## config.mk

```make
export PLATFORM = sky130hd
export DESIGN_NAME = bmp24_to_rgb565_stream_parser_top
export DESIGN_NICKNAME = d
export VERILOG_FILES = /design/src/design/bmp2rgb_pkg.sv /design/src/design/bmp24_to_rgb565_stream_parser_top.sv
export SDC_FILE = /design/constraint.sdc
export NUM_CORES = 1
export LEC_CHECK = 0
export BUFFER_PORTS_ARGS = -buffer_cell sky130_fd_sc_hd__buf_2
export CAP_MARGIN = 20
export CORE_ASPECT_RATIO = 1.1
export CORE_MARGIN = 2
export CORE_UTILIZATION = 46
export DETAILED_ROUTE_END_ITERATION = 10
export MAX_ROUTING_LAYER = met4
export PLACE_DENSITY_LB_ADDON = 0.3
export SYNTH_ARGS = -nofsm -noshare
export SYNTH_HDL_FRONTEND = slang
export SYNTH_SLANG_ARGS = --single-unit
```

## constraint.sdc

```tcl
create_clock -name i_clk -period 6.8 [get_ports i_clk]
set_clock_uncertainty 0.05 [all_clocks]
set_input_delay 0.34 -clock i_clk [delete_from_list [all_inputs] [get_ports i_clk]]
set_output_delay 0.34 -clock i_clk [all_outputs]
set_load 0.03 [all_outputs]
```

## src/design/bmp2rgb_pkg.sv

```systemverilog
package bmp2rgb_pkg;

    // BMP header layout: fixed 54-byte header, width and height are
    // 32-bit little-endian fields.
    localparam int HEADER_BYTES  = 54;
    localparam int WIDTH_BYTE0   = 18;
    localparam int HEIGHT_BYTE0  = 22;
    localparam int HDR_IDX_W     = 6;

    // Default built maximums for the image dimensions.
    localparam int DEF_MAX_WIDTH  = 1024;
    localparam int DEF_MAX_HEIGHT = 1024;

    // Field widths of the streams.
    localparam int BYTE_W     = 8;
    localparam int ADDR_W     = 20;
    localparam int COLOR_W    = 16;
    localparam int DIM_FULL_W = 32;
    localparam int S_TDATA_W  = 8;
    localparam int M_TDATA_W  = 40;

    // RGB565 component widths.
    localparam int BLUE_W  = 5;
    localparam int GREEN_W = 6;
    localparam int RED_W   = 5;

    // Transparent key color (in 5/6/5 component space).
    localparam logic [BLUE_W-1:0]  KEY_BLUE  = 5'h1E;
    localparam logic [GREEN_W-1:0] KEY_GREEN = 6'h00;
    localparam logic [RED_W-1:0]   KEY_RED   = 5'h1E;

    // Component order within one pixel triple.
    localparam logic [1:0] COMP_BLUE  = 2'd0;
    localparam logic [1:0] COMP_GREEN = 2'd1;
    localparam logic [1:0] COMP_RED   = 2'd2;

endpackage

```

## src/design/bmp24_to_rgb565_stream_parser_top.sv

```systemverilog
// Channel  | Dir | Handshake              | Payload
// ---------+-----+------------------------+-----------------------------------------
// s (byte) | in  | i_s_tvalid, o_s_tready | i_s_tdata: data_byte; i_s_tuser: file_start
// m (pix)  | out | o_m_tvalid, i_m_tready | o_m_tdata: pixel_address, pixel_color;
//          |     |                        | o_m_tlast: is_last; o_m_tuser: oversize
//
// One byte is taken per cycle unless a stalled sink holds the pixel; each byte updates
// the parser counters in the same cycle and any pixel it completes lands in the output
// register in the next cycle. The output register is the only stage, so a byte is
// accepted while a pixel waits whenever the sink takes that pixel in the same cycle.
// Reset (i_rst_n low, synchronous) puts the parser at header byte 0 with no
// pixel pending; a byte with file_start set restarts parsing at header byte 0 but keeps any pending pixel.
// A stalled sink holds the pixel and blocks new bytes until it is taken.
module bmp24_to_rgb565_stream_parser_top #(
    parameter int MAX_WIDTH  = bmp2rgb_pkg::DEF_MAX_WIDTH,
    parameter int MAX_HEIGHT = bmp2rgb_pkg::DEF_MAX_HEIGHT
) (
    input  logic                             i_clk,
    input  logic                             i_rst_n,
    // Byte stream in.
    input  logic                             i_s_tvalid,
    output logic                             o_s_tready,
    input  logic [bmp2rgb_pkg::S_TDATA_W-1:0] i_s_tdata,  // [7:0] data_byte
    input  logic                             i_s_tuser,  // [0] file_start
    // Pixel stream out.
    output logic                             o_m_tvalid,
    input  logic                             i_m_tready,
    output logic [bmp2rgb_pkg::M_TDATA_W-1:0] o_m_tdata,  // [19:0] pixel_address,
                                                          // [35:20] pixel_color,
                                                          // [39:36] zero
    output logic                             o_m_tlast,  // is_last
    output logic                             o_m_tuser   // [0] oversize
);

    localparam int WW     = $clog2(MAX_WIDTH + 1);
    localparam int HW     = $clog2(MAX_HEIGHT + 1);
    localparam int PW     = WW + HW;
    localparam int AW_EXT = (PW > bmp2rgb_pkg::ADDR_W) ? PW : bmp2rgb_pkg::ADDR_W;
    localparam int HIW    = bmp2rgb_pkg::HDR_IDX_W;
    localparam int FW     = bmp2rgb_pkg::DIM_FULL_W;

    typedef enum logic [1:0] {
        PH_HEADER,
        PH_PIXEL,
        PH_PAD,
        PH_DONE
    } t_phase;

    // Parser state.
    t_phase                               r_phase, n_phase;
    logic [HIW-1:0]                       r_hidx, n_hidx;
    logic [WW-1:0]                        r_width, n_width;
    logic                                 r_wbig, n_wbig;
    logic [HW-1:0]                        r_height, n_height;
    logic                                 r_hbig, n_hbig;
    logic [WW-1:0]                        r_col, n_col;
    logic [HW-1:0]                        r_row, n_row;
    logic [1:0]                           r_comp, n_comp;
    logic [bmp2rgb_pkg::BLUE_W-1:0]       r_blue, n_blue;
    logic [bmp2rgb_pkg::GREEN_W-1:0]      r_green, n_green;
    logic [bmp2rgb_pkg::ADDR_W-1:0]       r_next_addr, n_next_addr;
    logic [1:0]                           r_pad, n_pad;

    // Output register.
    logic                                 r_o_valid, n_o_valid;
    logic [bmp2rgb_pkg::ADDR_W-1:0]       r_o_addr, n_o_addr;
    logic [bmp2rgb_pkg::COLOR_W-1:0]      r_o_color, n_o_color;
    logic                                 r_o_last, n_o_last;
    logic                                 r_o_over, n_o_over;

    // Working values.
    logic                                 s_accept;
    logic                                 start;
    t_phase                               c_phase;
    logic [HIW-1:0]                       c_hidx;
    logic [WW-1:0]                        c_width;
    logic                                 c_wbig;
    logic [HW-1:0]                        c_height;
    logic                                 c_hbig;
    logic [1:0]                           byte_ofs;
    logic [FW-1:0]                        shifted;
    logic                                 in_width_field;
    logic                                 in_height_field;
    logic [AW_EXT-1:0]                    total_m1;
    logic [bmp2rgb_pkg::RED_W-1:0]        red;
    logic [WW-1:0]                        col_inc;
    logic [HW-1:0]                        row_inc;
    logic                                 too_big;

    assign o_s_tready = !r_o_valid || i_m_tready;
    assign s_accept   = i_s_tvalid && o_s_tready;
    assign start      = i_s_tuser;

    // A file-start byte sees the parser as freshly restarted.
    assign c_phase  = start ? PH_HEADER : r_phase;
    assign c_hidx   = start ? '0 : r_hidx;
    assign c_width  = start ? '0 : r_width;
    assign c_wbig   = start ? 1'b0 : r_wbig;
    assign c_height = start ? '0 : r_height;
    assign c_hbig   = start ? 1'b0 : r_hbig;

    // Byte lane inside a dimension field. The height field starts four bytes
    // after the width field, so the low two bits serve both.
    assign byte_ofs        = 2'(c_hidx - HIW'(bmp2rgb_pkg::WIDTH_BYTE0));
    assign shifted         = FW'(i_s_tdata) << {byte_ofs, 3'b000};
    assign in_width_field  = (c_hidx >= HIW'(bmp2rgb_pkg::WIDTH_BYTE0))
                          && (c_hidx < HIW'(bmp2rgb_pkg::HEIGHT_BYTE0));
    assign in_height_field = (c_hidx >= HIW'(bmp2rgb_pkg::HEIGHT_BYTE0))
                          && (c_hidx < HIW'(bmp2rgb_pkg::HEIGHT_BYTE0 + 4));

    // Pixel count minus one gives the first (highest) address.
    assign total_m1 = AW_EXT'(c_width) * AW_EXT'(c_height) - AW_EXT'(1);
    assign too_big  = c_wbig || c_hbig
                   || (c_width > WW'(MAX_WIDTH)) || (c_height > HW'(MAX_HEIGHT));

    assign red     = i_s_tdata[7:3];
    assign col_inc = WW'(r_col + 1'b1);
    assign row_inc = HW'(r_row + 1'b1);

    // Next-state and result logic for one accepted byte.
    always_comb begin
        n_phase     = r_phase;
        n_hidx      = r_hidx;
        n_width     = r_width;
        n_wbig      = r_wbig;
        n_height    = r_height;
        n_hbig      = r_hbig;
        n_col       = r_col;
        n_row       = r_row;
        n_comp      = r_comp;
        n_blue      = r_blue;
        n_green     = r_green;
        n_next_addr = r_next_addr;
        n_pad       = r_pad;
        n_o_valid   = r_o_valid && !i_m_tready;
        n_o_addr    = r_o_addr;
        n_o_color   = r_o_color;
        n_o_last    = r_o_last;
        n_o_over    = r_o_over;

        if (s_accept) begin
            n_phase  = c_phase;
            n_hidx   = c_hidx;
            n_width  = c_width;
            n_wbig   = c_wbig;
            n_height = c_height;
            n_hbig   = c_hbig;

            unique case (c_phase)
                PH_HEADER: begin
                    if (in_width_field) begin
                        n_width = c_width | shifted[WW-1:0];
                        n_wbig  = c_wbig | (|shifted[FW-1:WW]);
                    end else if (in_height_field) begin
                        n_height = c_height | shifted[HW-1:0];
                        n_hbig   = c_hbig | (|shifted[FW-1:HW]);
                    end
                    n_hidx = HIW'(c_hidx + 1'b1);
                    if (c_hidx == HIW'(bmp2rgb_pkg::HEADER_BYTES - 1)) begin
                        n_hidx = '0;
                        if (too_big) begin
                            // Single oversize report, then wait for the next file.
                            n_phase   = PH_DONE;
                            n_o_valid = 1'b1;
                            n_o_addr  = '0;
                            n_o_color = '0;
                            n_o_last  = 1'b0;
                            n_o_over  = 1'b1;
                        end else if (c_width == '0 || c_height == '0) begin
                            n_phase = PH_DONE;
                        end else begin
                            n_phase     = PH_PIXEL;
                            n_col       = '0;
                            n_row       = '0;
                            n_comp      = bmp2rgb_pkg::COMP_BLUE;
                            n_next_addr = total_m1[bmp2rgb_pkg::ADDR_W-1:0];
                        end
                    end
                end
                PH_PIXEL: begin
                    if (r_comp == bmp2rgb_pkg::COMP_BLUE) begin
                        n_blue = i_s_tdata[7:3];
                        n_comp = bmp2rgb_pkg::COMP_GREEN;
                    end else if (r_comp == bmp2rgb_pkg::COMP_GREEN) begin
                        n_green = i_s_tdata[7:2];
                        n_comp  = bmp2rgb_pkg::COMP_RED;
                    end else begin
                        // Red byte completes the pixel.
                        n_comp    = bmp2rgb_pkg::COMP_BLUE;
                        n_o_valid = 1'b1;
                        n_o_addr  = r_next_addr;
                        n_o_over  = 1'b0;
                        n_o_last  = (row_inc == r_height) && (col_inc == r_width);
                        if (r_blue == bmp2rgb_pkg::KEY_BLUE
                                && r_green == bmp2rgb_pkg::KEY_GREEN
                                && red == bmp2rgb_pkg::KEY_RED) begin
                            n_o_color = '0;
                        end else begin
                            n_o_color = {red, r_green, r_blue};
                        end
                        n_next_addr = r_next_addr - 1'b1;
                        n_col       = col_inc;
                        if (col_inc == r_width) begin
                            n_col = '0;
                            n_row = row_inc;
                            n_pad = 2'(r_width);
                            if (2'(r_width) != 2'd0) begin
                                n_phase = PH_PAD;
                            end else if (row_inc >= r_height) begin
                                n_phase = PH_DONE;
                            end else begin
                                n_phase = PH_PIXEL;
                            end
                        end
                    end
                end
                PH_PAD: begin
                    n_pad = r_pad - 1'b1;
                    if (n_pad == 2'd0) begin
                        n_phase = (r_row >= r_height) ? PH_DONE : PH_PIXEL;
                    end
                end
                PH_DONE: begin
                    // Bytes are dropped until the next file start.
                end
            endcase
        end
    end

    // State and output register.
    always_ff @(posedge i_clk) begin
        if (!i_rst_n) begin
            r_phase     <= PH_HEADER;
            r_hidx      <= '0;
            r_width     <= '0;
            r_wbig      <= 1'b0;
            r_height    <= '0;
            r_hbig      <= 1'b0;
            r_col       <= '0;
            r_row       <= '0;
            r_comp      <= bmp2rgb_pkg::COMP_BLUE;
            r_blue      <= '0;
            r_green     <= '0;
            r_next_addr <= '0;
            r_pad       <= '0;
            r_o_valid   <= 1'b0;
            r_o_addr    <= '0;
            r_o_color   <= '0;
            r_o_last    <= 1'b0;
            r_o_over    <= 1'b0;
        end else begin
            r_phase     <= n_phase;
            r_hidx      <= n_hidx;
            r_width     <= n_width;
            r_wbig      <= n_wbig;
            r_height    <= n_height;
            r_hbig      <= n_hbig;
            r_col       <= n_col;
            r_row       <= n_row;
            r_comp      <= n_comp;
            r_blue      <= n_blue;
            r_green     <= n_green;
            r_next_addr <= n_next_addr;
            r_pad       <= n_pad;
            r_o_valid   <= n_o_valid;
            r_o_addr    <= n_o_addr;
            r_o_color   <= n_o_color;
            r_o_last    <= n_o_last;
            r_o_over    <= n_o_over;
        end
    end

    assign o_m_tvalid = r_o_valid;
    assign o_m_tdata  = bmp2rgb_pkg::M_TDATA_W'({r_o_color, r_o_addr});
    assign o_m_tlast  = r_o_last;
    assign o_m_tuser  = r_o_over;

    // The oversize report carries no pixel and never ends an image.
    a_over_empty: assert property (@(posedge i_clk) disable iff (!i_rst_n)
        (o_m_tvalid && o_m_tuser) |-> (o_m_tdata == '0 && !o_m_tlast))
        else $error("oversize transfer carries pixel data");

    // The final pixel of an image always lands at address zero.
    a_last_addr: assert property (@(posedge i_clk) disable iff (!i_rst_n)
        (o_m_tvalid && o_m_tlast) |-> (o_m_tdata[bmp2rgb_pkg::ADDR_W-1:0] == '0))
        else $error("last pixel not at address zero");

    // Pixel parsing only runs on a nonempty image within the column and row ranges.
    a_pixel_dims: assert property (@(posedge i_clk) disable iff (!i_rst_n)
        (r_phase == PH_PIXEL) |-> (r_width != '0 && r_height != '0
                                   && r_col < r_width && r_row < r_height))
        else $error("pixel phase with inconsistent counters");

    // A completed pixel is held until the sink takes it.
    a_hold: assert property (@(posedge i_clk) disable iff (!i_rst_n)
        (o_m_tvalid && !i_m_tready) |=> (o_m_tvalid && $stable(o_m_tdata)))
        else $error("pending pixel dropped or changed");

endmodule
```

; ---- Yosys cells after proc, flatten, opt, wreduce, memory -nomap -nowiden
; Cells that the tools add are included.
[totals]
ff_bits = 128
input_bits = 13
output_inout_bits = 44
[op_classes]
addsub = 7
multipliers = 1
n_lt_le_gt_ge = 8
eq_ne = 15
shifts = 1
n_mux = 83
bitwise = 5
n_reduce_logical = 31
[ops]
columns = op, n
row1 = $mux W20, 9
row2 = $mux W11, 16
row3 = $mux W16, 5
row4 = $pmux W20 S2, 2
row5 = $pmux W11 S2, 2
row6 = $sub A20 B1 Y20 const B, 2
row7 = $mux W2, 19
row8 = $pmux W16 S2, 1
row9 = $shl A8 B5 Y32, 1
row10 = $add A11 B1 Y11 const B, 2
row11 = $eq A11 B11 Y1, 2
row12 = $ge A11 B11 Y1, 2
row13 = $gt A11 B11 Y1 const B, 2
row14 = $logic_not A11 Y1, 2
row15 = $or A11 B11 Y11, 2
row16 = $reduce_or A21 Y1, 1
row17 = $mul A11 B11 Y20, 1
row18 = $mux W1, 20
row19 = $mux W6, 3
row20 = $ne A2 B2 Y1 const B, 7
row21 = $ge A6 B5 Y1 const B, 2
row22 = $lt A6 B5 Y1 const B, 2
row23 = $eq A5 B5 Y1 const B, 2
row24 = $reduce_and A5 Y1, 2
row25 = 22 further kinds, 42

; ---- Longest topological paths before layout
; Gate-level depths: netlist of the first run.
[depth]
word_depth = 8
depth_mapped = 23
ltp_nobuf = 19

; ---- Worst setup path after synthesis of the first run
; No wires, ideal clock.
[synth_timing]
path_type = input-to-reg
from = in i_s_tuser
to = reg r_next_addr[18] (netlist name)
setup_time_ns = 0.126
arrival_time_ns = 5.748
required_time_ns = 6.624
setup_slack_ns = 0.877
stages = 21
path_cell_list = clkbuf_1 -> clkbuf_1 -> clkbuf_1 -> nor2b_1 -> clkbuf_1 -> nand2_1 -> fa_1 -> fa_1 -> inv_1 -> fa_1 -> fa_1 -> inv_1 -> fa_1 -> inv_1 -> ha_1 -> a21o_1 -> a21o_1 -> a221o_1 -> a311oi_1 -> mux2i_1 -> nand2_1
[synth_between]
elab_chain_len = 7
word_cells_on_any_way = 30
cone_classes = add/sub (1) / mul (1) / order compare (2) / eq/ne (7) / mux (10) / reduce/logical (9)
[synth_rtl]
columns = element, line_no
row1 = from (decl), bmp24_to_rgb565_stream_parser_top.sv:24  ; input logic i_s_tuser,
row2 = $mux W11 (on tied branches), "bmp24_to_rgb565_stream_parser_top.sv:97, bmp24_to_rgb565_stream_parser_top.sv:99"
row3 = $mul A11 B11 Y20, bmp24_to_rgb565_stream_parser_top.sv:112  ; assign total_m1 = AW_EXT'(c_width) * AW_EXT'(c_height) - AW_EXT'(1);
row4 = $sub A20 B1 Y20, bmp24_to_rgb565_stream_parser_top.sv:112
row5 = $mux W20, bmp24_to_rgb565_stream_parser_top.sv:169  ; end else if (c_width == '0 || c_height == '0) begin
row6 = $mux W20, bmp24_to_rgb565_stream_parser_top.sv:161  ; if (too_big) begin
row7 = $mux W20, bmp24_to_rgb565_stream_parser_top.sv:159  ; if (c_hidx == HIW'(bmp2rgb_pkg::HEADER_BYTES - 1)) begin
row8 = $pmux W20 S2, bmp24_to_rgb565_stream_parser_top.sv:149  ; unique case (c_phase)
row9 = to (signal assigned), bmp24_to_rgb565_stream_parser_top.sv:263  ; r_next_addr <= n_next_addr;
row10 = to (decl), bmp24_to_rgb565_stream_parser_top.sv:61  ; logic [bmp2rgb_pkg::ADDR_W-1:0] r_next_addr, n_next_addr;
; Parallel ways exist; a longest one is shown, timed or not. The select of a mux whose other input is x is not followed.
; A chain may end at the register's enable or synchronous reset.

; ---- Worst setup path in the final report of the first run
[layout_timing]
from = reg r_width[0]
to = reg r_next_addr[18] (netlist name)
[layout_between]
elab_chain_len = 7
word_cells_on_any_way = 15
cone_classes = add/sub (1) / mul (1) / order compare (1) / eq/ne (2) / mux (5) / reduce/logical (5)
[layout_rtl]
columns = element, line_no
row1 = from (decl), bmp24_to_rgb565_stream_parser_top.sv:52  ; logic [WW-1:0] r_width, n_width;
row2 = from (signal assigned), bmp24_to_rgb565_stream_parser_top.sv:254  ; r_width <= n_width;
row3 = $mux W11 (*), bmp24_to_rgb565_stream_parser_top.sv:97  ; assign c_width = start ? '0 : r_width;
row4 = $mul A11 B11 Y20, bmp24_to_rgb565_stream_parser_top.sv:112
row5 = $sub A20 B1 Y20, bmp24_to_rgb565_stream_parser_top.sv:112
row6 = $mux W20, bmp24_to_rgb565_stream_parser_top.sv:169
row7 = $mux W20, bmp24_to_rgb565_stream_parser_top.sv:161
row8 = $mux W20, bmp24_to_rgb565_stream_parser_top.sv:159
row9 = $pmux W20 S2, bmp24_to_rgb565_stream_parser_top.sv:149
; Mark *: on every way between the ends. The rest lies on a longest branch, timed or not. The select of a mux whose other input is x is not followed.

==> results of run 1 <==
## registers in the layout, indices dropped and copies added, names as in the netlist, 2 cells and up
register,flops
r_next_addr,20
r_o_addr,20
r_o_color,16
r_col,11
r_height,11
r_row,11
r_width,11
r_green,6
r_hidx,6
r_blue,5
r_comp,2
r_pad,2
r_phase,2
## metal layers
layer	vias up	wire (microns)
met1	4776	13600
met5	-	0
met2	361	14900
li1	4750	-
met3	58	1920
met4	0	708
## where the power goes
group	internal, uW	switching, uW
clock network	481	380
registers	752	3.25
logic	13.8	53.0
## Yosys cell counts (14+ instances only)
cell type  number  share of area (%)
nor4_1         15               0.83
ha_1           80                8.9
inv_1         147                4.9
a21oi_1        67                3.0
dfxtp_1       128                 23
clkbuf_1       65                2.2
o21ai_0        35                1.6
a22oi_1        31                2.1
and2_1         40                2.2
nand2_1       152                5.1
nor2b_1        19                1.1
xnor2_1        25                1.9
xor2_1         15                1.2
nor3_1         30                1.3
a31oi_1        14               0.78
fa_1           88                 16
nand3_1        26                1.2
and3_1         32                1.8
nor2_1        136                4.5
## through the flow
step	worst slack, ns	area, sq um	utilization (%)	cells
6_report	0.672	12200	50.5	1714
5_1_grt	0.410	12200	50.5	1714
4_1_cts	0.759	12200	50.5	1714
3_5_place_dp	0.765	11700	48.2	1682
3_3_place_gp	0.921	11700	48.2	1682
2_1_floorplan	0.877	11300	-	1390
## critical path: cells and delay by family (launching register included)
family	cells	cell delay, ns
buffers and inverters	3	0.13
adder cells (fa/ha/maj)	6	2.79
flip-flops	1	0.55
AND/OR/NAND/NOR	4	1.30
AO/OA/AOI/OAI	3	0.95
multiplexers	1	0.23
## cell families (layout without fill, tap and decap cells)
kind of cell    after synthesis  in the layout
flops                       128            128
buf+inv                     232            246
fa+ha+maj                   168            168
xor+xnor                     40             40
other cells                   1              4
simple gates                535            535
compound gates              269            269
mux                          14             14
## area by class of cell
cell class / instances / area (sq um) / share of cell area [%]
Multi-Input combinational cell: 1030 / 7820 / 63.9
Sequential cell: 128 / 2560 / 20.9
Timing Repair Buffer: 67 / 373 / 3.05
Tap cell: 310 / 388 / 3.17
Clock buffer: 19 / 443 / 3.62
Inverter: 147 / 552 / 4.51
Clock inverter: 13 / 105 / 0.859
## worst max-delay path by stage
stage | startpoint | endpoint | slack [ns] | depth (start not counted)
3_3_place_gp | r_width[0] | r_next_addr[13] | 0.92 | 18
5_1_grt | r_width[0] | r_next_addr[18] | 0.41 | 18
3_5_place_dp | r_width[1] | r_next_addr[18] | 0.77 | 17
6_report | r_width[0] | r_next_addr[18] | 0.67 | 17
4_1_cts | r_width[1] | r_next_addr[18] | 0.76 | 17
2_1_floorplan | i_s_tuser | r_next_addr[18] | 0.88 | 21
==> metrics.txt, run 1 <==
largest family of logic cells by synthesized area adder cells; worst vdd ir 0.000154 V; CTS H-tree lvls 4; Worst setup SP type flop; final hold violation count 0; mux contribution to synthesized area 1.35%; Max Cap Viol 0; leading cell type in the layout, fill and taps excluded nand2_1; Slew @ Worst Pin 0.975 ns; first-pass GRT wire length 51100 microns; power density over cell area 138 nW/um^2; Detailed Route Iter0 Violations 824; crit path kind flop to flop; Avg Inst Size Synth 8.13 sq um; Mapped Area 11300 sq um; Rel. slew slack 35.0%; First-pass DRT Iterations 5; Compound-Gate Fraction of Synth Area 16.3%; RSZ-0062 raised after global routing false; GRT met1 Usage 32.7%; most frequent cells in the layout nand2_1, inv_1, nor2_1; CTS tree yes; Worst path most repeated cell fa_1; prevailing post-synth register cell dfxtp_1; run status complete, no violations; Worst R2R Setup Slack 0.67 ns; LEAKAGE 0.00547 uW; hold slack 0.205 ns; r2r endpoint r_next_addr[18]; Largest stage delay, worst path 0.76 ns; Setup Fix Bufs, Post-CTS 0; Crit path arrival time 6.39 ns; WHS Endpoint o_m_tvalid; Root Buffer Master clkbuf_16; crit share post-route 90.1%; number of CTS-inserted buffers 17; Synth Area in Adders 24.5%; setup_tns 0 ns; Simple-Gate Fraction of Synth Area 23.8%; DRT antenna net count 0; core area 24200 sq um; Tmin final 6.13 ns; Slew Viols, Final 0; DIE AREA 25800 sq um; post-synthesis xor/xnor area fraction 3.11%; DP HPWL 22900 microns; routing usage on met2 40.4%; via count 9945; drt drc 0; # clock sinks 128; worst path cell trace nor2b_1 -> nand2_1 -> fa_1 -> fa_1 -> inv_1 -> fa_1 -> fa_1 -> inv_1 -> fa_1 -> inv_1 -> ha_1 -> nor3_1 -> a31oi_1 -> a221o_1 -> a311oi_1 -> mux2i_1 -> nand2_1; CP Data Required Time 7.06 ns; DR WL/cell 18.2 microns; Cell variety after synth 85; I/O pins 57; number of diodes 0; total power 1680 uW; final WL 31200 microns; layout cells sized above 1 9.62%; Setup crit end kind flop; Critical Path Slowest Stage Cell nor2b_1; Post-synth EDFFs 0; Hold WC Path Type input pin to flop; sequential share of the synthesized area 22.7%; largest net degree at the start of global routing 69; Total Routing Usage GR 25.2%; Port Buffers 52; Clock Tree Buf Depth 2; Gate Count Post-Synth 1387; max frequency 0.163 GHz; area delta synth->final 8.50%; die height 168 microns; GRT busiest layer met2; critical-path maximum fanout 11; total gr overflow 0; gpl congestion 0.953; cells on worst reg2reg path 17; vias in the first global route 9588; Post-synth ARST share 0%; synth warn 0; Worst-path clk slew 0.06 ns; final setup fails 0; hold_sp i_m_tready; initial antenna violation count 0; Layout Nets 1572; Vias per Instance 5.80; Hold Path Cell Cnt 3; Initial Util 46.5%; Synth Register Bits 128; reg2reg start r_width[0]; worst skew pair latency 0.43 ns; met3 usage 3.63%; cts hold-fix bufs 0; FILL cells 2284; CTS resizes 0; Chip Width 153 microns; Row Count 60
No activity file was read; power rests on OpenSTA's default activity.
==> run 2: changes to the inputs <==
Settings changed: CORE_UTILIZATION 46 to 60, PLACE_DENSITY_LB_ADDON 0.3 to 0.12.
Clock period 6.8 ns to 5.9 ns, I/O delays scaled along.
==> run 2 against run 1 <==
  * Count of clock-buffer cells in the layout down 1
  * Core utilization up 16 points
  * Critical path depth up 1
  * Sequential share of layout area down 0.13 points
  * Combinational power up 15%
  * Total power up 16%
  * Non-clock buffer count up 15
  * Hold slack worse by 0.042 ns
  * Global-route usage up 7.1 points
  * Die area down 23%
  * Largest cell class unchanged
==> metrics.txt, run 2 (synthesized netlist as in run 1, its figures left out) <==
worst skew pair latency 0.42 ns; FILL cells 1568; worst vdd ir 0.000201 V; worst path cell trace nor2b_2 -> buf_12 -> nand2_1 -> fa_1 -> fa_1 -> inv_1 -> fa_1 -> fa_1 -> inv_1 -> fa_1 -> inv_1 -> ha_1 -> a21o_1 -> a21o_1 -> a221o_1 -> a311oi_1 -> mux2i_1 -> nand2_1; final WL 30200 microns; crit share post-route 95.0%; Row Count 52; # clock sinks 128; Max Cap Viol 0; Setup crit end kind flop; Root Buffer Master clkbuf_16; CTS tree yes; DRT antenna net count 0; first-pass GRT wire length 50200 microns; via count 10100; critical-path maximum fanout 11; Total Routing Usage GR 32.3%; First-pass DRT Iterations 7; multi-input gate area in the final layout 7840 sq um; Largest regs r_next_addr x20, r_o_addr x20, r_o_color x16; most frequent cells in the layout nand2_1, inv_1, nor2_1; Slew @ Worst Pin 1.04 ns; Worst-path clk slew 0.06 ns; RSZ-0062 raised after global routing false; power density over cell area 158 nW/um^2; DP HPWL 22200 microns; cts hold-fix bufs 0; layout cells sized above 1 11.3%; die height 148 microns; Worst setup SP type flop; gpl congestion 0.943; Critical Path Slowest Stage Cell fa_1; LEAKAGE 0.00558 uW; CTS H-tree lvls 4; final hold violation count 0; crit path kind flop to flop; Inst Count DP 1630; Chip Width 135 microns; vias in the first global route 10100; number of diodes 0; Rel. slew slack 30.6%; Clock Tree Buf Depth 2; I/O pins 57; Tmin final 5.60 ns; Port Buffers 52; DR WL/cell 18.2 microns; Worst path most repeated cell fa_1; Crit path arrival time 5.85 ns; number of CTS-inserted buffers 17; final setup fails 0; core area 18400 sq um; Detailed Route Iter0 Violations 755; total gr overflow 0; largest net degree at the start of global routing 68; area delta synth->final 9.28%; Post-Layout Cell Count 1662; Vias per Instance 6.09; Layout Nets 1587; total power 1950 uW; drt drc 0; Hold WC Path Type input pin to flop; sequential cell area 2560 sq um; initial antenna violation count 0; Slew Viols, Final 0; Initial Util 61.3%; DIE AREA 19900 sq um; Largest stage delay, worst path 0.54 ns; CP Data Required Time 6.15 ns; run status complete, no violations; setup_tns 0 ns; leading cell type in the layout, fill and taps excluded nand2_1; max frequency 0.179 GHz
[run 2: final timing paths]
path         cells after the start  slack [ns]              end        start
min                              3        0.16       o_m_tvalid   i_m_tready
max reg2reg                     18        0.30  r_next_addr[18]   r_width[6]
max                             18        0.30  r_next_addr[18]   r_width[6]
min reg2reg                      2        0.43      r_o_addr[8]  r_o_addr[8]
[run 2: repair_timing]
item	4_1_cts	5_1_grt
resized for setup	0	9
setup endpoints to repair	0	6
setup buffers	0	0
[run 2: power by group]
part | leakage, uW | switching (uW) | total (uW) | internal (uW)
Clock | 0.000277 | 440 | 1000 | 563
Sequential | 0.00103 | 3.99 | 870 | 866
Combinational | 0.00427 | 61.2 | 77.0 | 15.7
[run 2: per-stage QoR]
step                area (sq um)  setup WS (ns)  utilization, %  hold slack, ns
CTS                        12300          0.198            66.9           0.169
floorplan                  11300         0.0216               -           0.389
finish                     12300          0.298            67.0           0.164
detailed placement         11800          0.107            63.8           0.417
global placement           11800          0.134            63.8           0.410
global route               12300         0.0329            67.0           0.202
[run 2: worst max-delay path: cells and delay by family, from the launching register on]
| kind | cells | cell delay, ns |
|---|---|---|
| adder cells (fa/ha/maj) | 6 | 2.93 |
| AND/OR/NAND/NOR | 3 | 0.40 |
| multiplexers | 1 | 0.22 |
| buffers and inverters | 4 | 0.29 |
| AO/OA/AOI/OAI | 4 | 1.12 |
| flip-flops | 1 | 0.46 |
[run 2: layout make-up]
class                   instances  share of cell area (%)
clock buffers                  18                    3.56
clock inverters                14                   0.964
repair buffers                 82                    4.14
multi-input cells            1030                    63.6
well taps                     243                    2.47
inverters                     147                    4.48
flip-flops and latches        128                    20.8
[run 2: layer usage]
metal / share of wire (%) / GRT usage [%]
met1: 43 / 41.0
met2: 48 / 53.2
met3: 7.1 / 5.35
met4: 2.3 / 9.47
met5: 0 / -
